$ cat config.mk
export PLATFORM = sky130hd
export DESIGN_NAME = rln_ram
export DESIGN_NICKNAME = d
export VERILOG_FILES = /design/src/sv/rms_layer_norm_macros.svh /design/src/sv/rln_ram.sv
export SDC_FILE = /design/constraint.sdc
export NUM_CORES = 2
export LEC_CHECK = 0
export BUFFER_PORTS_ARGS = -buffer_cell sky130_fd_sc_hd__buf_2
export CELL_PAD_IN_SITES_DETAIL_PLACEMENT = 1
export CELL_PAD_IN_SITES_GLOBAL_PLACEMENT = 1
export CORE_AREA = 2 2 672 941
export CTS_CLUSTER_DIAMETER = 50
export CTS_CLUSTER_SIZE = 10
export DETAILED_ROUTE_END_ITERATION = 8
export DIE_AREA = 0 0 674 943
export PLACE_DENSITY_LB_ADDON = 0.1
export SYNTH_ARGS = -nofsm -noshare
export SYNTH_HDL_FRONTEND = slang
export SYNTH_SLANG_ARGS = --single-unit
$ cat constraint.sdc
create_clock -name clk_i -period 9.8 [get_ports clk_i]
set_clock_uncertainty 0.1 [all_clocks]
set_input_delay 1.96 -clock clk_i [delete_from_list [all_inputs] [get_ports clk_i]]
set_output_delay 1.96 -clock clk_i [all_outputs]
set_load 0.05 [all_outputs]
$ cat src/sv/rms_layer_norm_macros.svh
// Assertion macros for the RMS layer normalisation block.
// Included by the modules that carry concurrent checks; no other dependencies.
`ifndef RMS_LAYER_NORM_MACROS_SVH
`define RMS_LAYER_NORM_MACROS_SVH
`ifndef SYNTHESIS
// Same-cycle implication, disabled during reset
`define RLN_ASSERT_IMP(label, clk, rst_n, ante, cons, msg) \
  label: assert property (@(posedge clk) disable iff (!rst_n) (ante) |-> (cons)) \
    else $error(msg);
// Next-cycle implication, disabled during reset
`define RLN_ASSERT_NXT(label, clk, rst_n, ante, cons, msg) \
  label: assert property (@(posedge clk) disable iff (!rst_n) (ante) |=> (cons)) \
    else $error(msg);
`else
`define RLN_ASSERT_IMP(label, clk, rst_n, ante, cons, msg)
`define RLN_ASSERT_NXT(label, clk, rst_n, ante, cons, msg)
`endif
`endif

$ cat src/sv/rln_ram.sv
// Generic single-write, single-read RAM with registered read data.
// No dependencies.
module rln_ram #(
  parameter int unsigned WIDTH = 32,
  parameter int unsigned DEPTH = 128
) (
  input  logic                     clk_i,
  input  logic                     we_i,
  input  logic [$clog2(DEPTH)-1:0] wr_addr_i,
  input  logic [WIDTH-1:0]         wr_data_i,
  input  logic [$clog2(DEPTH)-1:0] rd_addr_i,
  output logic [WIDTH-1:0]         rd_data_o
);

  logic [WIDTH-1:0] mem_q [DEPTH];
  logic [WIDTH-1:0] rd_data_q;

  always_ff @(posedge clk_i) begin
    if (we_i) begin
      mem_q[wr_addr_i] <= wr_data_i;
    end
    rd_data_q <= mem_q[rd_addr_i];
  end

  assign rd_data_o = rd_data_q;

endmodule

==> out/qor.csv <==
stage,metric,value,unit
floorplan,die_area,636000,sq um
synthesis,synthesis.nets,6038,
place,dpl-instance-area,169000,sq um
floorplan,die_width,674,um
power,power.density_cell_area,210,nW/um^2
routing,routed_via_density,4.61,
floorplan,die_h,943,um
floorplan,fp.coreArea,626000,sq um
power,share_of_power_burned_in_combinational_logic,0.055,
clock_network,clk_latency,1.10,ns
worst_setup_path,slowest_delay,0.71,ns
worst_setup_path,critPathCaptureType,flip-flop,
synthesis,netlist.top_cell.by_area,sky130_fd_sc_hd__edfxtp_1,
worst_setup_path,r2r-end,rd_data_o[9]$_DFF_P_,
global_routing,grt-ovfl-total,0,
floorplan,floorplan.initialDensity,0.250,
timing,max-slew-margin-rel,0.216,
hold_path,holdPathEnd,rd_data_o[21]$_DFF_P_,
global_routing,grt_pass1_vias,78322,
synthesis,synth.yosys.seq_area_share,0.791,
power,total_switching_power,0.00877,W
routing,num_vias,69991,
global_routing,number_of_antenna_violations_at_the_first_check_in_global_routing,79,
final_layout,area_growth_syn_to_layout,17.5,%
routing,drt_pre_antenna_iters,7,
clock_network,root_buffer,sky130_fd_sc_hd__clkbuf_16,
synthesis,synthArstFlopShare,0,
routing,drc_errors,0,
timing,timing.final.max_slew_violations,0,
worst_setup_path,crit_required,10.61,ns
floorplan,num_rows,344,
final_layout,drive_gt1_frac,0.359,
clock_network,cts_buffer_depth,4,
clock_network,postcts_resize_cnt,0,
worst_setup_path,critical_path_arrival,5.99,ns
synthesis,postSynth.topFlopCell,sky130_fd_sc_hd__edfxtp_1,
hold_path,min-delay-start,mem_q[62][21]$_DFFE_PP_,
synthesis,number_of_enable_type_register_cells_in_the_synthesized_netlist,4096,
synthesis,most_common_cell_in_the_synthesized_netlist,sky130_fd_sc_hd__edfxtp_1,
clock_network,cts.repair_timing.setup_buffer_count,0,
timing,timing.fmax,193,MHz
worst_setup_path,critical_path.startpoint_type,input port,
routing,drt_first_iter_violations,6412,
synthesis,synth.ff_latch_count,4128,
clock_network,htree_num_levels,5,
synthesis,synth_largest_type_area_fraction,0.787,
worst_setup_path,critical_path.max_fanout,64,
synthesis,syn_avg_cell_area,26.1,sq um
final_layout,final_nets,6524,
worst_setup_path,crit_chain,buf_12 > buf_4 > buf_4 > mux4_2 > mux4_2 > mux4_2 > mux2_2,
run_status,outcome,"finished, final reports clean",
worst_setup_path,worst-r2r-cell-count,4,
power,p_int,0.0298,W
worst_setup_path,crit_top_cell,sky130_fd_sc_hd__mux4_2,
clock_network,cts_tree,yes,
routing,drt.antenna.violating_nets,0,
final_layout,fill_cells,61623,
timing,finalHoldWorstSlack,1.02,ns
timing,finalHoldViolCount,0,
clock_network,number_of_cts_inserted_buffers,485,
timing,timing.final.crit_share,0.528,
global_routing,pin_count_of_the_biggest_net_entering_global_routing,127,
clock_network,clk_pin_slew_worst_paths,0.06,ns
worst_setup_path,critical-path-slowest-cell,sky130_fd_sc_hd__buf_4,
clock_network,holdBufCountCts,0,
timing,total_of_endpoints_with_negative_setup_slack_in_the_final_report,0,
place,place.detailed.hpwl,300,mm
synthesis,postSynthCellCount,5990,
final_layout,finish.utilization,0.293,
synthesis,post_synth_num_cell_types,17,
hold_path,min_path_type,flip-flop to flip-flop,
final_layout,design_area,184000,sq um
synthesis,synth_area_leaders,"sky130_fd_sc_hd__edfxtp_1 (79%), sky130_fd_sc_hd__mux4_2 (19%), sky130_fd_sc_hd__clkbuf_1 (0.44%), sky130_fd_sc_hd__dfxtp_1 (0.41%), sky130_fd_sc_hd__nor2_1 (0.29%)",
power,peakVddDrop,0.000168,V
run,count_of_maximum_capacitance_violations,0,
hold_path,hold_depth,4,
synthesis,post_synth_instance_area,156000,sq um
timing,rsz0062_at_grt,false,
synthesis,synthesis.yosys.warnings,0,
routing,routedWlPerCell,36.3,um
power,seq_power_share,0.508,
floorplan,num_io_pins,80,
power,p_leak,54.5,nW
power,power.share.switching,0.227,
worst_setup_path,worstReg2RegStart,mem_q[87][9]$_DFFE_PP_,
routing,routed_wl,551,mm
timing,max_slew.worst_pin.slew,1.18,ns
place,placement.io_buffers,79,
place,finalWeightedCongestion,0.723,
worst_setup_path,setup.worst_path.class,input port to flip-flop,
global_routing,first_pass_grt_wire_length,737,mm
power,pwr-share-clk,0.437,
clock_network,clock_sinks,4128,
synthesis,synth.top_cells.by_count,"sky130_fd_sc_hd__edfxtp_1 (4096), sky130_fd_sc_hd__mux4_2 (1344), sky130_fd_sc_hd__clkbuf_1 (182)",
timing,totalNegativeSetupSlack,0,ns
global_routing,gr-usage-all-layers,0.172,
timing,final_period_minus_worst_setup_slack,5.18,ns
worst_setup_path,ff_to_ff_setup_slack,6.94,ns
==> layout make-up <==
| cell class | count | area (sq um) | area share |
|---|---|---|---|
| antenna | 158 | 395 | 0.00215 |
| clock buffer | 644 | 13100 | 0.0712 |
| clock inverter | 89 | 1120 | 0.00611 |
| multi-input combinational | 1546 | 32300 | 0.176 |
| sequential | 4128 | 124000 | 0.674 |
| tap | 8304 | 10400 | 0.0566 |
| timing repair buffer | 315 | 2640 | 0.0144 |
==> kinds of logic (layout without fill, tap and decap cells) <==
| group | count (synthesis) | in the layout | synth area share |
|---|---|---|---|
| flops | 4128 | 4128 | 0.791 |
| mux | 1376 | 1376 | 0.196 |
| buf+inv | 316 | 1048 | 0.00839 |
| simple gates | 170 | 170 | 0.00446 |
| other cells | 0 | 158 | 0 |
==> sequential cells by signal, summed over array words and instances (netlist names) <==
register / flops
rd_data_o: 32
mem_q: 4096
==> power by group through the flow <==
| stage | Sequential, W | Clock [W] | Combinational (W) |
|---|---|---|---|
| 2_1_floorplan | 0.0200 | 0 | 0.000941 |
| 3_3_place_gp | 0.0200 | 0 | 0.00223 |
| 3_5_place_dp | 0.0200 | 0 | 0.00225 |
| 4_1_cts | 0.0196 | 0.0174 | 0.00226 |
| 5_1_grt | 0.0196 | 0.0179 | 0.00225 |
| 6_report | 0.0196 | 0.0168 | 0.00213 |
==> worst max path at each step <==
stage	start	to	slack [ns]
after global routing	rd_addr_i[0]	rd_data_o[4]$_DFF_P_	4.40
after CTS	rd_addr_i[0]	rd_data_o[4]$_DFF_P_	4.62
after global placement	rd_addr_i[0]	rd_data_o[4]$_DFF_P_	3.52
after detailed placement	rd_addr_i[0]	rd_data_o[4]$_DFF_P_	3.47
final	rd_addr_i[0]	rd_data_o[4]$_DFF_P_	4.62
after floorplan	we_i	mem_q[98][0]$_DFFE_PP_	4.50
==> through the flow <==
stage | power, W | cells | setup slack (ns)
2_1_floorplan | 0.0209 | 5990 | 4.50
3_3_place_gp | 0.0222 | 14293 | 3.52
3_5_place_dp | 0.0222 | 14293 | 3.47
4_1_cts | 0.0392 | 15026 | 4.62
5_1_grt | 0.0398 | 15156 | 4.40
6_report | 0.0386 | 15184 | 4.62
==> worst max-delay path, delay by kind of cell <==
family                 cells  cell delay (ns)
buffers and inverters      3             1.65
muxes                      4             2.02
==> cells in the final DEF (no fill, tap or decap) <==
master,n
sky130_fd_sc_hd__buf_12,28
sky130_fd_sc_hd__buf_2,41
sky130_fd_sc_hd__buf_4,242
sky130_fd_sc_hd__buf_6,1
sky130_fd_sc_hd__buf_8,3
sky130_fd_sc_hd__bufinv_16,15
sky130_fd_sc_hd__clkbuf_1,132
sky130_fd_sc_hd__clkbuf_16,491
sky130_fd_sc_hd__clkbuf_8,21
sky130_fd_sc_hd__clkinv_1,14
sky130_fd_sc_hd__clkinv_16,4
sky130_fd_sc_hd__clkinv_2,24
sky130_fd_sc_hd__clkinv_4,2
sky130_fd_sc_hd__clkinv_8,4
sky130_fd_sc_hd__clkinvlp_4,8
sky130_fd_sc_hd__dfxtp_1,32
sky130_fd_sc_hd__diode_2,158
sky130_fd_sc_hd__edfxtp_1,4096
sky130_fd_sc_hd__inv_16,7
sky130_fd_sc_hd__inv_6,11
sky130_fd_sc_hd__mux2_2,32
sky130_fd_sc_hd__mux4_2,1344
sky130_fd_sc_hd__nand2_1,11
sky130_fd_sc_hd__nand2_2,3
sky130_fd_sc_hd__nand2b_1,2
sky130_fd_sc_hd__nand3_1,8
sky130_fd_sc_hd__nand3_2,4
sky130_fd_sc_hd__nand4_1,3
sky130_fd_sc_hd__nor2_1,3
sky130_fd_sc_hd__nor2_4,119
sky130_fd_sc_hd__nor2b_1,7
sky130_fd_sc_hd__nor3_2,9
sky130_fd_sc_hd__or3_1,1
==> per-layer routing <==
| layer | GRT usage | vias up | part of all wire |
|---|---|---|---|
| li1 | - | 27423 | - |
| met1 | 0.211 | 40544 | 0.40 |
| met2 | 0.323 | 1442 | 0.55 |
| met3 | 0.0175 | 576 | 0.033 |
| met4 | 0.0419 | 6 | 0.023 |
| met5 | 0 | - | 0.000056 |
Power figures use the tool's default switching activity.
