$ cat src/sv/rms_layer_norm_macros.svh
// Assertion macros for the RMS layer normalisation block.
// Included by the modules that carry concurrent checks; no other dependencies.
`ifndef RMS_LAYER_NORM_MACROS_SVH
`define RMS_LAYER_NORM_MACROS_SVH
`ifndef SYNTHESIS
// Same-cycle implication, disabled during reset
`define RLN_ASSERT_IMP(label, clk, rst_n, ante, cons, msg) \
  label: assert property (@(posedge clk) disable iff (!rst_n) (ante) |-> (cons)) \
    else $error(msg);
// Next-cycle implication, disabled during reset
`define RLN_ASSERT_NXT(label, clk, rst_n, ante, cons, msg) \
  label: assert property (@(posedge clk) disable iff (!rst_n) (ante) |=> (cons)) \
    else $error(msg);
`else
`define RLN_ASSERT_IMP(label, clk, rst_n, ante, cons, msg)
`define RLN_ASSERT_NXT(label, clk, rst_n, ante, cons, msg)
`endif
`endif

$ cat src/sv/rln_pkg.sv
// Shared types and constants for the RMS layer normalisation block.
// No dependencies.
package rln_pkg;

  localparam int unsigned SUM_W      = 40;  // square sum, units of 2^-24
  localparam int unsigned CNT_W      = 7;   // sample count, up to 64
  localparam int unsigned LEN_W      = 7;   // row_length register
  localparam int unsigned EPS_W      = 16;  // epsilon register
  localparam int unsigned CFG_IDX_W  = 2;
  localparam int unsigned CFG_DATA_W = 16;
  localparam int unsigned A_W        = 41;  // mean square before normalising
  localparam int unsigned Y_W        = 32;  // Q2.30 reciprocal root
  localparam int unsigned PROD_W     = 64;
  localparam int unsigned SH_W       = 6;   // output shift, 31..51
  localparam int unsigned DIV_CNT_W  = 6;

  typedef enum logic [CFG_IDX_W-1:0] {
    REG_ROW_LENGTH = 2'd0,
    REG_EPSILON    = 2'd1
  } cfg_reg_e;

  // One closed row handed from front to back
  typedef struct packed {
    logic             bank;
    logic [CNT_W-1:0] count;
    logic [SUM_W-1:0] sum;
    logic [EPS_W-1:0] eps;
  } rln_job_t;

  typedef enum logic [3:0] {
    B_IDLE, B_DIV, B_NORM, B_SEED, B_SQ, B_TA, B_F, B_YF,
    B_RD, B_MUL1, B_MUL2, B_EMIT
  } back_state_e;

endpackage

$ cat src/sv/rln_queue.sv
// Two-entry job queue between front and back.
// Depends on rln_pkg.
module rln_queue import rln_pkg::*; (
  input  logic     clk_i,
  input  logic     rst_ni,
  input  logic     push_i,
  input  rln_job_t job_i,
  input  logic     pop_i,
  output logic     valid_o,
  output rln_job_t job_o
);

  rln_job_t   slot_q [2];
  logic       wr_q;
  logic       rd_q;
  logic [1:0] count_q;

  assign valid_o = (count_q != 2'd0);
  assign job_o   = slot_q[rd_q];

  // Payload slots
  always_ff @(posedge clk_i) begin
    if (push_i) begin
      slot_q[wr_q] <= job_i;
    end
  end

  // Pointers and occupancy
  always_ff @(posedge clk_i or negedge rst_ni) begin
    if (!rst_ni) begin
      wr_q    <= 1'b0;
      rd_q    <= 1'b0;
      count_q <= '0;
    end else begin
      if (push_i) wr_q <= !wr_q;
      if (pop_i)  rd_q <= !rd_q;
      if (push_i && !pop_i) begin
        count_q <= count_q + 2'd1;
      end else if (!push_i && pop_i) begin
        count_q <= count_q - 2'd1;
      end
    end
  end

endmodule

$ cat config.mk
export PLATFORM = sky130hd
export DESIGN_NAME = rln_queue
export DESIGN_NICKNAME = d
export VERILOG_FILES = /design/src/sv/rms_layer_norm_macros.svh /design/src/sv/rln_pkg.sv /design/src/sv/rln_queue.sv
export SDC_FILE = /design/constraint.sdc
export NUM_CORES = 1
export LEC_CHECK = 0
export ABC_AREA = 1
export ABC_CLOCK_PERIOD_IN_PS = 3600
export BUFFER_PORTS_ARGS = -buffer_cell sky130_fd_sc_hd__clkbuf_2
export CELL_PAD_IN_SITES_DETAIL_PLACEMENT = 0
export CELL_PAD_IN_SITES_GLOBAL_PLACEMENT = 1
export CORE_ASPECT_RATIO = 2
export CORE_MARGIN = 1
export CORE_UTILIZATION = 40
export DETAILED_ROUTE_END_ITERATION = 8
export PLACE_DENSITY = 0.84
export SLEW_MARGIN = 20
export SYNTH_ARGS = -nofsm -noshare
export SYNTH_HDL_FRONTEND = slang
export SYNTH_SLANG_ARGS = --single-unit
$ cat constraint.sdc
create_clock -name clk_i -period 3.6 [get_ports clk_i]
set_input_delay 0.36 -clock clk_i [delete_from_list [all_inputs] [get_ports clk_i]]
set_output_delay 0.36 -clock clk_i [all_outputs]
set_load 0.03 [all_outputs]
==> reports/metrics.sh <==
R2R_SETUP_SLACK_NS=1.90
DIEWIDTH_UM=81.3
DP.CELLS=500
CRIT_START='rd_q'
DR.PASS1.ITERS=6
DIE_HEIGHT_UM=161
ASYNCSETRESETFLOPFRACSYNTH=0.0303
IO_BUFFER_COUNT=132
WORST_SKEW_PAIR.LATE_LATENCY_NS=0.40
CELL_LEAKAGE_POWER_nW=2.67
CP_DATA_REQUIRED_TIME_NS=3.24
TOTALNEGATIVESETUPSLACK_NS=0
FINALMAXSLEWVIOLATIONS=0
VDD_IR_DROP_MAX_uV=545
POWERDENSITY_mW_PER_MM2=905
ANT_NETS=0
SYN-INSTANCE-COUNT=223
RESULT_OF_THE_RUN='finished, final reports clean'
INITIAL_ANTENNA_VIOLATION_COUNT=2
ROUTE.DETAILED.DRC=0
MAX_CAP_VIOLATION_COUNT=0
SYNTH_EDF_COUNT=128
CLOCK_SINKS=132
SYN_NETS=292
VIAS_PER_CELL=4.66
POST-SYNTH-TOP-COUNT-CELL='sky130_fd_sc_hd__edfxtp_1'
WL_MET2_UM=5370
ENDPOINT='job_o[10]'
FIRST_ITER_VIOLATIONS=108
FIN_WORST_SKEW_NS=0.00581
PLACE_HPWL_UM=6320
COUNT_OF_INSERTED_ANTENNA_DIODE_CELLS=0
ROWS=57
NUMBER_OF_DISTINCT_LIBRARY_CELLS_AFTER_SYNTHESIS=14
CLOCK_PATH_BUFFERS=2
GRT_PASS1_WL_UM=13600
CP-END-KIND='output pin'
WORSTPATHARRIVAL_NS=2.24
POST-SYNTH-TOP-AREA-CELL='sky130_fd_sc_hd__edfxtp_1'
SYNTH.TOP_CELLS.BY_COUNT='128 x sky130_fd_sc_hd__edfxtp_1, 50 x sky130_fd_sc_hd__mux2_4, 14 x sky130_fd_sc_hd__mux2_2, 7 x sky130_fd_sc_hd__inv_1'
NNETSFINAL=442
WORST_SETUP_PATH_START_KIND='register'
REGAREA_SQ_MM=0.00395
DIE_AREA_SQ_MM=0.0130
HTREE_LEVELS=4
AVGSYNTHCELLAREA_SQ_UM=22.5
CTSROOTBUFFERMASTER='sky130_fd_sc_hd__clkbuf_16'
WL_MET1_UM=2980
NORMALIZED_MAX_SLEW_MARGIN=0.475
CORE-AREA_SQ_MM=0.0122
LAYOUT-AREA-OVERHEAD-VS-SYNTH_PCT=29.0
TRITONCTS='built'
LAYOUT-DRIVE-GT1-SHARE=0.604
NUM_VIAS=2485
FINAL_PERIOD_DEMAND_OF_THE_WORST_PATH_NS=2.60
SYNTHFLOPTYPE='sky130_fd_sc_hd__edfxtp_1'
CRIT-REG2REG-CAPTURE='slot_q[0][23]'
FIRST_GLOBAL_VIAS=2706
SYNTH.CELL_AREA_SQ_MM=0.00503
STARTPOINT_TO_ENDPOINT_CLASS_OF_THE_CRITICAL_PATH='register to output pin'
MULTI_INPUT_COMB_AREA_SQ_UM=992
TOP_SIGNAL_LAYER_USED='met5'
GRT_SETUP_UNREPAIRED='false'
MAX_FREQ_MHz=385
NUMCTSBUFFERS=17
HOLD_VIOL_FINAL=0
HOLD_PATH_DEPTH=1
R2R_START='wr_q'
CRIT_PATH_MAX_FANOUT=46
SYNTH.AREA.TOP_CELLS='sky130_fd_sc_hd__edfxtp_1 76%, sky130_fd_sc_hd__mux2_4 15%, sky130_fd_sc_hd__mux2_2 3.1%, sky130_fd_sc_hd__dfrtp_1 2.0%, sky130_fd_sc_hd__buf_6 1.3%'
DP_WORST_SETUP_SLACK_NS=1.39
CRIT_SHARE_POST_ROUTE=0.721
REG2REG_DEPTH=2
YOSYSSEQAREASHARE=0.784
INITIAL_UTILIZATION=0.412
GRT_USE_TOTAL=0.151
MIN-DELAY-PATH-CLASS='input pin to register'
FILLCELLCOUNT=998
IO-PIN-COUNT=133
TIGHTEST_SLEW_NS=0.788
SETUP_SLACK_NS=1.00
WL_MET3_UM=376
GP_CONGESTION=0.729
LARGEST_NET_DEGREE_AT_THE_START_OF_GLOBAL_ROUTING=47
SYNTH_WARNINGS=0
GRT_REMAINING_OVERFLOW=0
LAYOUT.CELLS.NON_FILLER=533
POSTCTSRESIZEDCELLS=0
SYNTH_SEQ_CELLS=132
ROUTED_LEN_INST_UM=17.0
FINAL-SETUP-VIOL-COUNT=0
CLK_PIN_SLEW_WORST_SETUP_HOLD_PATHS_NS=0.06
SYNTHDOMINANTCELLAREASHARE=0.765
DRT_WL_TOTAL_UM=9040
==> critical path, stage by stage, from the launching register on <==
cell and delay [ns]:
sky130_fd_sc_hd__dfrtp_4 0.95, sky130_fd_sc_hd__buf_4 0.36, sky130_fd_sc_hd__mux2_4 0.33, sky130_fd_sc_hd__clkbuf_2 0.18
==> how the worst min path moves through the flow <==
| stage | from | end | slack (ns) |
|---|---|---|---|
| after detailed placement | rst_ni | count_q[0] | 0.18 |
| after global routing | job_i[41] | slot_q[0][41] | 0.13 |
| final | job_i[42] | slot_q[1][42] | 0.15 |
| after global placement | rst_ni | count_q[0] | 0.17 |
| after CTS | job_i[54] | slot_q[0][54] | 0.13 |
| after floorplan | rst_ni | count_q[0] | 0.06 |
==> flip-flops by register name (all words and copies together) (netlist names) <==
| name | flops |
|---|---|
| count_q | 2 |
| wr_q | 1 |
| slot_q | 128 |
| rd_q | 1 |
==> routing by layer <==
metal | vias to the layer above | global-route usage
met4 | 2 | 0.0836
met5 | - | 0
li1 | 1169 | -
met3 | 21 | 0.0534
met1 | 1215 | 0.134
met2 | 78 | 0.277
==> cell type report <==
cell class | count | area share
Tap cell | 147 | 0.0284
Clock buffer | 18 | 0.0662
Sequential cell | 132 | 0.609
Inverter | 7 | 0.00405
Clock inverter | 14 | 0.0286
Multi-Input combinational cell | 77 | 0.153
Timing Repair Buffer | 138 | 0.111
==> kinds of logic (layout without fill, tap and decap cells) <==
family                   count (synthesis)  in the layout  share of synthesized area
flip-flops                             132            132                      0.784
multiplexers                            64             64                      0.181
buffers and inverters                   14            177                     0.0197
AND/OR/NAND/NOR                          9              9                    0.00747
XOR/XNOR                                 3              3                    0.00523
adder cells (fa/ha/maj)                  1              1                    0.00249
==> through the flow <==
| step | hold slack (ns) | area (sq um) | power (W) | util |
|---|---|---|---|---|
| after detailed placement | 0.175 | 5860 | 0.00418 | 0.481 |
| after floorplan | 0.0644 | 5030 | 0.00372 | - |
| final | 0.148 | 6480 | 0.00587 | 0.532 |
| after global placement | 0.173 | 5860 | 0.00413 | 0.481 |
| after global routing | 0.126 | 6480 | 0.00611 | 0.532 |
| after CTS | 0.131 | 6480 | 0.00595 | 0.532 |
==> report_power, final <==
part	leakage, nW	switching, W	internal, W	total [W]
Sequential	1.25	0.000212	0.00204	0.00226
Combinational	1.12	0.00110	0.000753	0.00185
Clock	0.299	0.000604	0.00115	0.00176
Total	2.67	0.00192	0.00395	0.00587
==> placed cells by master (no fill, tap or decap), drive strengths merged <==
cell and n:
clkbuf 150, edfxtp 128, mux2 64, inv 8
clkinv 8, nand2 6, buf 5, bufinv 4
dfrtp 4, xor2 2, nor2 1, xnor2 1
nand3 1, nand4 1, ha 1, clkinvlp 1
dlygate4sd3 1
==> repair_timing <==
item | 4_1_cts | 5_1_grt
endpoints found under the setup margin | 0 | 0
hold buffers | 1 | 0
buffers inserted | 0 | 0
hold endpoints to repair | 4 | 0
Power figures use the tool's default switching activity.
