==> src/sv/rms_layer_norm_macros.svh <==
// Assertion macros for the RMS layer normalisation block.
// Included by the modules that carry concurrent checks; no other dependencies.
`ifndef RMS_LAYER_NORM_MACROS_SVH
`define RMS_LAYER_NORM_MACROS_SVH
`ifndef SYNTHESIS
// Same-cycle implication, disabled during reset
`define RLN_ASSERT_IMP(label, clk, rst_n, ante, cons, msg) \
  label: assert property (@(posedge clk) disable iff (!rst_n) (ante) |-> (cons)) \
    else $error(msg);
// Next-cycle implication, disabled during reset
`define RLN_ASSERT_NXT(label, clk, rst_n, ante, cons, msg) \
  label: assert property (@(posedge clk) disable iff (!rst_n) (ante) |=> (cons)) \
    else $error(msg);
`else
`define RLN_ASSERT_IMP(label, clk, rst_n, ante, cons, msg)
`define RLN_ASSERT_NXT(label, clk, rst_n, ante, cons, msg)
`endif
`endif

==> src/sv/rln_pkg.sv <==
// Shared types and constants for the RMS layer normalisation block.
// No dependencies.
package rln_pkg;

  localparam int unsigned SUM_W      = 40;  // square sum, units of 2^-24
  localparam int unsigned CNT_W      = 7;   // sample count, up to 64
  localparam int unsigned LEN_W      = 7;   // row_length register
  localparam int unsigned EPS_W      = 16;  // epsilon register
  localparam int unsigned CFG_IDX_W  = 2;
  localparam int unsigned CFG_DATA_W = 16;
  localparam int unsigned A_W        = 41;  // mean square before normalising
  localparam int unsigned Y_W        = 32;  // Q2.30 reciprocal root
  localparam int unsigned PROD_W     = 64;
  localparam int unsigned SH_W       = 6;   // output shift, 31..51
  localparam int unsigned DIV_CNT_W  = 6;

  typedef enum logic [CFG_IDX_W-1:0] {
    REG_ROW_LENGTH = 2'd0,
    REG_EPSILON    = 2'd1
  } cfg_reg_e;

  // One closed row handed from front to back
  typedef struct packed {
    logic             bank;
    logic [CNT_W-1:0] count;
    logic [SUM_W-1:0] sum;
    logic [EPS_W-1:0] eps;
  } rln_job_t;

  typedef enum logic [3:0] {
    B_IDLE, B_DIV, B_NORM, B_SEED, B_SQ, B_TA, B_F, B_YF,
    B_RD, B_MUL1, B_MUL2, B_EMIT
  } back_state_e;

endpackage

==> src/sv/rln_front.sv <==
// Front end: takes items, writes the row buffer, sums squares, closes rows.
// Depends on rln_pkg.
module rln_front import rln_pkg::*; #(
  parameter int unsigned MAX_ROW     = 64,
  parameter int unsigned SAMPLE_BITS = 16
) (
  input  logic                                clk_i,
  input  logic                                rst_ni,
  input  logic                                start,
  output logic                                busy,
  input  logic signed [SAMPLE_BITS-1:0]       sample_value_i,
  input  logic signed [SAMPLE_BITS-1:0]       gain_value_i,
  input  logic                                cfg_we_i,
  input  logic [CFG_IDX_W-1:0]                cfg_index_i,
  input  logic [CFG_DATA_W-1:0]               cfg_data_i,
  output logic                                ram_we_o,
  output logic [$clog2(MAX_ROW):0]            ram_addr_o,
  output logic [2*SAMPLE_BITS-1:0]            ram_data_o,
  output logic                                push_o,
  output rln_job_t                            job_o,
  input  logic                                row_free_i
);

  localparam int unsigned AW    = $clog2(MAX_ROW);
  localparam int unsigned SQ_W  = 2 * SAMPLE_BITS;
  localparam int unsigned ACC_W = ((SQ_W > SUM_W) ? SQ_W : SUM_W) + 1;

  logic [LEN_W-1:0] row_len_q;
  logic [EPS_W-1:0] eps_q;
  logic [CNT_W-1:0] fill_q;
  logic [SUM_W-1:0] sum_q;
  logic             bank_q;
  logic [1:0]       rows_q;

  logic               accept;
  logic [LEN_W-1:0]   len_eff;
  logic [CNT_W-1:0]   fill_next;
  logic               close;
  logic signed [SQ_W-1:0] sq_s;
  logic [ACC_W-1:0]   sum_ext;
  logic [SUM_W-1:0]   sum_new;

  // Two rows may be outstanding, one per buffer bank
  assign busy   = (rows_q == 2'd2);
  assign accept = start && !busy;

  // Effective row length
  always_comb begin
    if (row_len_q == '0) begin
      len_eff = LEN_W'(1);
    end else if (row_len_q > LEN_W'(MAX_ROW)) begin
      len_eff = LEN_W'(MAX_ROW);
    end else begin
      len_eff = row_len_q;
    end
  end

  assign fill_next = fill_q + CNT_W'(1);
  assign close     = accept && (fill_next >= len_eff);

  // Saturating square accumulation
  assign sq_s    = sample_value_i * sample_value_i;
  assign sum_ext = ACC_W'(sum_q) + ACC_W'($unsigned(sq_s));
  assign sum_new = (sum_ext > ACC_W'({SUM_W{1'b1}})) ? {SUM_W{1'b1}} : sum_ext[SUM_W-1:0];

  assign ram_we_o   = accept;
  assign ram_addr_o = {bank_q, fill_q[AW-1:0]};
  assign ram_data_o = {sample_value_i, gain_value_i};

  assign push_o      = close;
  assign job_o.bank  = bank_q;
  assign job_o.count = fill_next;
  assign job_o.sum   = sum_new;
  assign job_o.eps   = eps_q;

  // Configuration registers
  always_ff @(posedge clk_i or negedge rst_ni) begin
    if (!rst_ni) begin
      row_len_q <= LEN_W'(16);
      eps_q     <= EPS_W'(1);
    end else if (cfg_we_i) begin
      case (cfg_index_i)
        REG_ROW_LENGTH: row_len_q <= cfg_data_i[LEN_W-1:0];
        REG_EPSILON:    eps_q     <= cfg_data_i[EPS_W-1:0];
        default: ;
      endcase
    end
  end

  // Row fill and bank control
  always_ff @(posedge clk_i or negedge rst_ni) begin
    if (!rst_ni) begin
      fill_q <= '0;
      sum_q  <= '0;
      bank_q <= 1'b0;
    end else if (accept) begin
      if (close) begin
        fill_q <= '0;
        sum_q  <= '0;
        bank_q <= !bank_q;
      end else begin
        fill_q <= fill_next;
        sum_q  <= sum_new;
      end
    end
  end

  // Rows closed but not yet fully emitted
  always_ff @(posedge clk_i or negedge rst_ni) begin
    if (!rst_ni) begin
      rows_q <= '0;
    end else if (close && !row_free_i) begin
      rows_q <= rows_q + 2'd1;
    end else if (!close && row_free_i) begin
      rows_q <= rows_q - 2'd1;
    end
  end

endmodule

==> config.mk <==
export PLATFORM = sky130hd
export DESIGN_NAME = rln_front
export DESIGN_NICKNAME = d
export VERILOG_FILES = /design/src/sv/rms_layer_norm_macros.svh /design/src/sv/rln_pkg.sv /design/src/sv/rln_front.sv
export SDC_FILE = /design/constraint.sdc
export NUM_CORES = 1
export LEC_CHECK = 0
export ABC_AREA = 1
export BUFFER_PORTS_ARGS = -buffer_cell sky130_fd_sc_hd__buf_2
export CAP_MARGIN = 20
export CORE_AREA = 2 2 190 192
export DETAILED_ROUTE_END_ITERATION = 7
export DIE_AREA = 0 0 192 194
export GPL_TIMING_DRIVEN = 0
export PLACE_DENSITY_LB_ADDON = 0.08
export SKIP_CTS_REPAIR_TIMING = 1
export SLEW_MARGIN = 20
export SYNTH_ARGS = -nofsm -noshare
export SYNTH_HDL_FRONTEND = slang
export SYNTH_SLANG_ARGS = --single-unit
export TNS_END_PERCENT = 20
==> constraint.sdc <==
create_clock -name clk_i -period 10.6 [get_ports clk_i]
set_input_delay 1.59 -clock clk_i [delete_from_list [all_inputs] [get_ports clk_i]]
set_output_delay 1.59 -clock clk_i [all_outputs]
set_load 0.01 [all_outputs]
==> results of run 1 <==
==> metrics by stage <==
stage          cells  util [%]  worst slack (ns)  setup TNS [ns]  hold slack (ns)
6_report        2780      51.5             0.273               0            0.482
5_1_grt         2780      51.5           -0.0362          -0.325            0.505
4_1_cts         2761      49.3             -1.23          -43.42            0.490
3_5_place_dp    2745      48.3             -1.19          -42.12            0.473
3_3_place_gp    2744      48.2             -1.24          -43.50            0.465
2_1_floorplan   2147         -             0.713               0            0.453
==> Yosys cell counts (2+ instances only) <==
library cell and instances:
ha_1 127, mux2_2 9, dfrtp_1 71, inv_1 555, nand2_2 5, buf_4 40, o21ai_0 47, a22o_1 3
buf_2 4, clkbuf_1 41, nand2_1 595, xor2_1 33, nand2_4 11, a21oi_1 74, dfstp_2 2, or2_2 4
o211ai_1 2, nor4_1 2, nand3b_1 6, fa_1 238, nor3_1 19, nand3_1 77, buf_1 2, o21bai_1 8
a21o_1 4, nor2_1 108, xnor2_1 34, nand4_1 10, a31oi_1 2, nor2_2 2, o22ai_1 2
==> flip-flops by register name (all words and copies together) (netlist names) <==
| name | flops |
|---|---|
| bank_q | 1 |
| eps_q | 16 |
| fill_q | 7 |
| row_len_q | 7 |
| rows_q | 2 |
| sum_q | 40 |
==> layout make-up <==
type | instances | share of cell area (%)
plain buffers | 86 | 3.52
clock buffers | 9 | 1.24
clock inverters | 7 | 0.689
inverters | 556 | 11.5
multi-input cells | 1429 | 64.8
flip-flops and latches | 73 | 10.1
well taps | 461 | 3.18
repair buffers | 158 | 4.91
repair inverters | 1 | 0.0414
==> worst max-delay path, delay by kind of cell <==
| kind | cells | cell delay [ns] |
|---|---|---|
| fa+ha+maj | 8 | 3.58 |
| compound gates | 3 | 0.48 |
| buf+inv | 11 | 1.31 |
| xor+xnor | 2 | 0.39 |
| simple gates | 12 | 1.36 |
==> metal layers <==
layer,GRT usage (%),up-vias
met1,31.9,6336
met5,0,-
met3,1.76,49
li1,-,6592
met2,43.9,220
met4,6.47,0
==> cell families (layout without fill, tap and decap cells) <==
family,after synthesis,count (layout)
DFF,73,73
buffers and inverters,645,817
xor gates and xnor gates,67,67
muxes,9,9
AOI/OAI and AO/OA,146,146
and+or+nand+nor,842,842
adders and majority gates,365,365
==> worst max-delay path by stage <==
stage | start | end | slack [ns] | cells after the start
2_1_floorplan | sample_value_i[1] | job_o[23] | 0.71 | 34
3_3_place_gp | sample_value_i[15] | job_o[43] | -1.24 | 35
3_5_place_dp | sample_value_i[15] | job_o[43] | -1.19 | 35
4_1_cts | sample_value_i[15] | job_o[43] | -1.23 | 35
5_1_grt | sample_value_i[15] | job_o[30] | -0.04 | 37
6_report | sample_value_i[15] | job_o[28] | 0.27 | 36
==> metrics, run 1 <==
Ys Warns 0; Initial Util 44.6%; routability cong. 0.906; Tightest Pin Transition 1.03 ns; worst-path maximum fanout 11; PortBufs 136; largest family of logic cells by synthesized area adder cells; DR WL met3 1260 um; Fin. Hold Viols 0; clock-pin slew on the worst setup and hold paths 0.06 ns; DR vias 13200; fillers 3654; sequential cell area 0.00183 mm2; Synth Instances 2147; total track usage 24.5%; period utilization 97.4%; Worst Hold Depth 2; status complete, no violations; placed cell areas 0.0170 mm2; Fin Clk Skew 0.00932 ns; met2 wire length 22100 um; core box area 0.0352 mm2; max_slew headroom 30.8%; vias in the first global route 14000; WL/cell 15.7 um; die width 192 um; Hold Path Class reg2reg; Setup Viol. Count Final 0; share of the synthesized area in the top cell type 30.3%; Synth Area in Simple Gates 22.0%; Hold Path Origin eps_q[5]; CTS tree done; Synth Area in Adders 40.4%; I/O Pins 161; Crit Path Category in2out; Ant. Diodes 0; Worst Path Required 9.01 ns; Area Growth Syn to Fin 15.5%; reg2reg path depth 12; sequential share of the synthesized area 11.6%; max_cap viols 0; first drt pass iteration count 5; cell row count 69; Largest stage delay, worst path 0.57 ns; Multi-input gate area 0.0118 mm2; layout cell share with drive strength beyond 1 16.1%; Worst Setup Start Kind primary input; RR Startpoint fill_q[0]; Fmax 96.8 MHz; Final ANT Viol Nets 0; CP arrival 8.74 ns; Root Buffer clkbuf_16; vias per cell 4.75; Final Cell Area 0.0181 mm2; Top Metal Used met4; Post-Syn Area 0.0157 mm2; Mapped Nets 2567; DRC 0; fin nets 2734; CTS buffer count 9; R2R Setup Slk 7.08 ns; Post-synth EDFFs 0; Hold Path Sink eps_q[5]; met1 WL 19400 um; CTS H-tree depth 3; CP endpoint kind output pin; Final HPWL DP 37500 um; clk_lat worst skew 0.35 ns; routed wire length 43700 um; largest cells by area after synthesis fa_1 (30%), nand2_1 (14%), inv_1 (13%), dfrtp_1 (11%), ha_1 (10%); gr ovfl total 0; antenna violations before repair 0; clock sinks 73; largest area contributor in the netlist fa_1; DIE HEIGHT 194 um; Synth Area in XOR/XNOR 3.73%; Mapped Avg Cell Area 7.32 um2; Final min period 10.33 ns; Die ar. 0.0372 mm2; Synth Flop Type dfrtp_1; post-synthesis compound-gate area fraction 5.03%; most common cell after layout, fill and taps aside nand2_1; Worst R2R End sum_q[32]; first-pass GRT wire length 71400 um; most frequent cells in the layout nand2_1 (584), inv_1 (553), fa_1 (233); largest net degree at the start of global routing 55; Cell variety after synth 41; mux contribution to synthesized area 0.645%; synthesis-stage register bit count 73; Async SR Flop Fraction 100%; clk buf depth 2; most used cell, CP inv_1; DR iter-0 viols 688; CP max-delay cell fa_1; Slew Limit Fails 0
Power of run 1 is not shown: default switching activity piles up to over one toggle a cycle in this logic, so the estimate is an artifact.
==> run 2: changes to the inputs <==
==> constraint.sdc (replaced) <==
create_clock -name clk_i -period 10.6 [get_ports clk_i]
set_input_delay 2.12 -clock clk_i [delete_from_list [all_inputs] [get_ports clk_i]]
set_output_delay 2.12 -clock clk_i [all_outputs]
set_load 0.01 [all_outputs]
==> metrics, run 2 (synthesis results as in run 1) <==
Largest stage delay, worst path 0.54 ns (was 0.57 ns); Fmax 90.4 MHz (was 96.8 MHz); Worst Setup Start Kind primary input (unchanged); Area Growth Syn to Fin 23.9% (was 15.5%); GRT busiest layer met2 (unchanged); Hold Path Origin eps_q[6] (was eps_q[5]); max_slew headroom 29.3% (was 30.8%); routability cong. 0.898 (was 0.906); fin nets 2776 (was 2734); CTS H-tree depth 3 (unchanged); worst-path maximum fanout 10 (was 11); leading registers by flop count sum_q x40, eps_q x16 (unchanged); most frequent cells in the layout nand2_1 (552), inv_1 (524), fa_1 (222) (was nand2_1 (584), inv_1 (553), fa_1 (233)); gr ovfl total 0 (unchanged); antenna violations before repair 0 (unchanged); clock-pin slew on the worst setup and hold paths 0.06 ns (about the same); CTS tree done (unchanged); CP arrival 8.94 ns (was 8.74 ns); DR iter-0 viols 541 (was 688); Inst Count DP 2745 (unchanged); Largest Register sum_q (unchanged); Worst Path Required 8.48 ns (was 9.01 ns); CP endpoint kind output pin (unchanged); die width 192 um (unchanged); first-pass GRT wire length 71300 um (was 71400 um); vias in the first global route 13900 (was 14000); met1 usage 32.0% (was 31.9%); Setup Viol. Count Final 40 (was 0); CTS buffer count 9 (unchanged); clk_lat worst skew 0.36 ns (was 0.35 ns); placed cell areas 0.0171 mm2 (was 0.0170 mm2); Post-Route Setup TNS -15.49 ns (was 0 ns); Worst R2R End sum_q[27] (was sum_q[32]); Final min period 11.06 ns (was 10.33 ns); status finished, violations left (was complete, no violations); layout cell share with drive strength beyond 1 23.5% (was 16.1%); R2R Setup Slk 7.18 ns (was 7.08 ns); first drt pass iteration count 5 (unchanged); largest net degree at the start of global routing 51 (was 55); Crit Path Category in2out (unchanged); Final Cell Area 0.0195 mm2 (was 0.0181 mm2); reg2reg path depth 13 (was 12); Die ar. 0.0372 mm2 (unchanged); DR vias 13500 (was 13200); clock sinks 73 (unchanged); DIE HEIGHT 194 um (unchanged); Root Buffer clkbuf_16 (unchanged); PortBufs 136 (unchanged); clk buf depth 2 (unchanged); WL/cell 15.8 um (was 15.7 um); period utilization 104% (was 97.4%); core box area 0.0352 mm2 (unchanged); fillers 3513 (was 3654); Final ANT Viol Nets 0 (unchanged); routed wire length 44600 um (was 43700 um); CP max-delay cell fa_1 (unchanged); total track usage 24.5% (about the same); final std cells w/o fill 2822 (was 2780); RR Startpoint fill_q[0] (unchanged); Final HPWL DP 37500 um (about the same); Fin Clk Skew 0.0108 ns (was 0.00932 ns); unrepaired setup endpoints after global routing yes; Worst Hold Depth 2 (unchanged); GRT met3 Usage 1.83% (was 1.76%); most common cell after layout, fill and taps aside nand2_1 (unchanged); Initial Util 44.6% (unchanged); failing checks negative setup slack; I/O Pins 161 (unchanged); Hold Path Class reg2reg (unchanged); most used cell, CP fa_1 (was inv_1); DRC 0 (unchanged); vias per cell 4.80 (was 4.75); Ant. Diodes 0 (unchanged); Slew Limit Fails 0 (unchanged); max reg flops 40 (unchanged); final setup margin -0.459 ns (was 0.273 ns); max_cap viols 0 (unchanged); Fin. Hold Viols 0 (unchanged); Hold Path Sink eps_q[6] (was eps_q[5]); cell row count 69 (unchanged); Global Route met2 Usage 44.1% (was 43.9%); Tightest Pin Transition 1.05 ns (was 1.03 ns)
[run 2: cell types whose count changed in the layout (fill, tap and decap cells not counted), moves of 17 or more]
cell	previous run	this run
buf_4	69	104
nand2_1	584	552
inv_1	553	524
inv_2	1	28
nand2_2	15	37
buf_2	138	121
nor2_1	96	79
[run 2: routing by layer]
| metal | part of all wire (%) | vias up |
|---|---|---|
| met5 | 0 | - |
| met4 | 2.0 | 0 |
| met3 | 3.1 | 51 |
| met2 | 52 | 236 |
| met1 | 43 | 6556 |
| li1 | - | 6693 |
[run 2: worst max path at each step]
| stage | startpoint | end | slack [ns] | cells past startpoint |
|---|---|---|---|---|
| global placement | sample_value_i[9] | job_o[42] | -1.94 | 35 |
| floorplan | sample_value_i[9] | job_o[23] | 0.02 | 30 |
| global route | sample_value_i[6] | job_o[24] | -0.72 | 35 |
| CTS | sample_value_i[9] | job_o[42] | -1.92 | 35 |
| finish | sample_value_i[2] | job_o[24] | -0.46 | 34 |
| detailed placement | sample_value_i[9] | job_o[42] | -1.92 | 33 |
[run 2: area by class of cell]
type                            instances  area [um2]  share of cell area (%)
Timing Repair Buffer                  199        1380                    7.11
Sequential cell                        73        1830                    9.40
Buffer                                 88         828                    4.25
Clock inverter                          6        90.1                   0.463
Clock buffer                           10         229                    1.18
Tap cell                              461         577                    2.96
Inverter                              556        2100                    10.8
Multi-Input combinational cell       1429       12400                    63.8
[run 2: stage by stage]
stage          setup WS [ns]  hold slack (ns)  utilization [%]
2_1_floorplan         0.0152            0.453                -
3_3_place_gp           -1.94            0.464             48.3
3_5_place_dp           -1.92            0.470             48.4
4_1_cts                -1.92            0.486             49.3
5_1_grt               -0.723            0.506             55.3
6_report              -0.459            0.476             55.3
[run 2: worst max-delay path: cells and delay by family]
kind | cells | cell delay (ns)
simple gates | 12 | 1.19
xor+xnor | 1 | 0.26
buf+inv | 10 | 1.15
fa+ha+maj | 8 | 3.75
compound gates | 3 | 0.44
Power of run 2 is left out for the same reason.
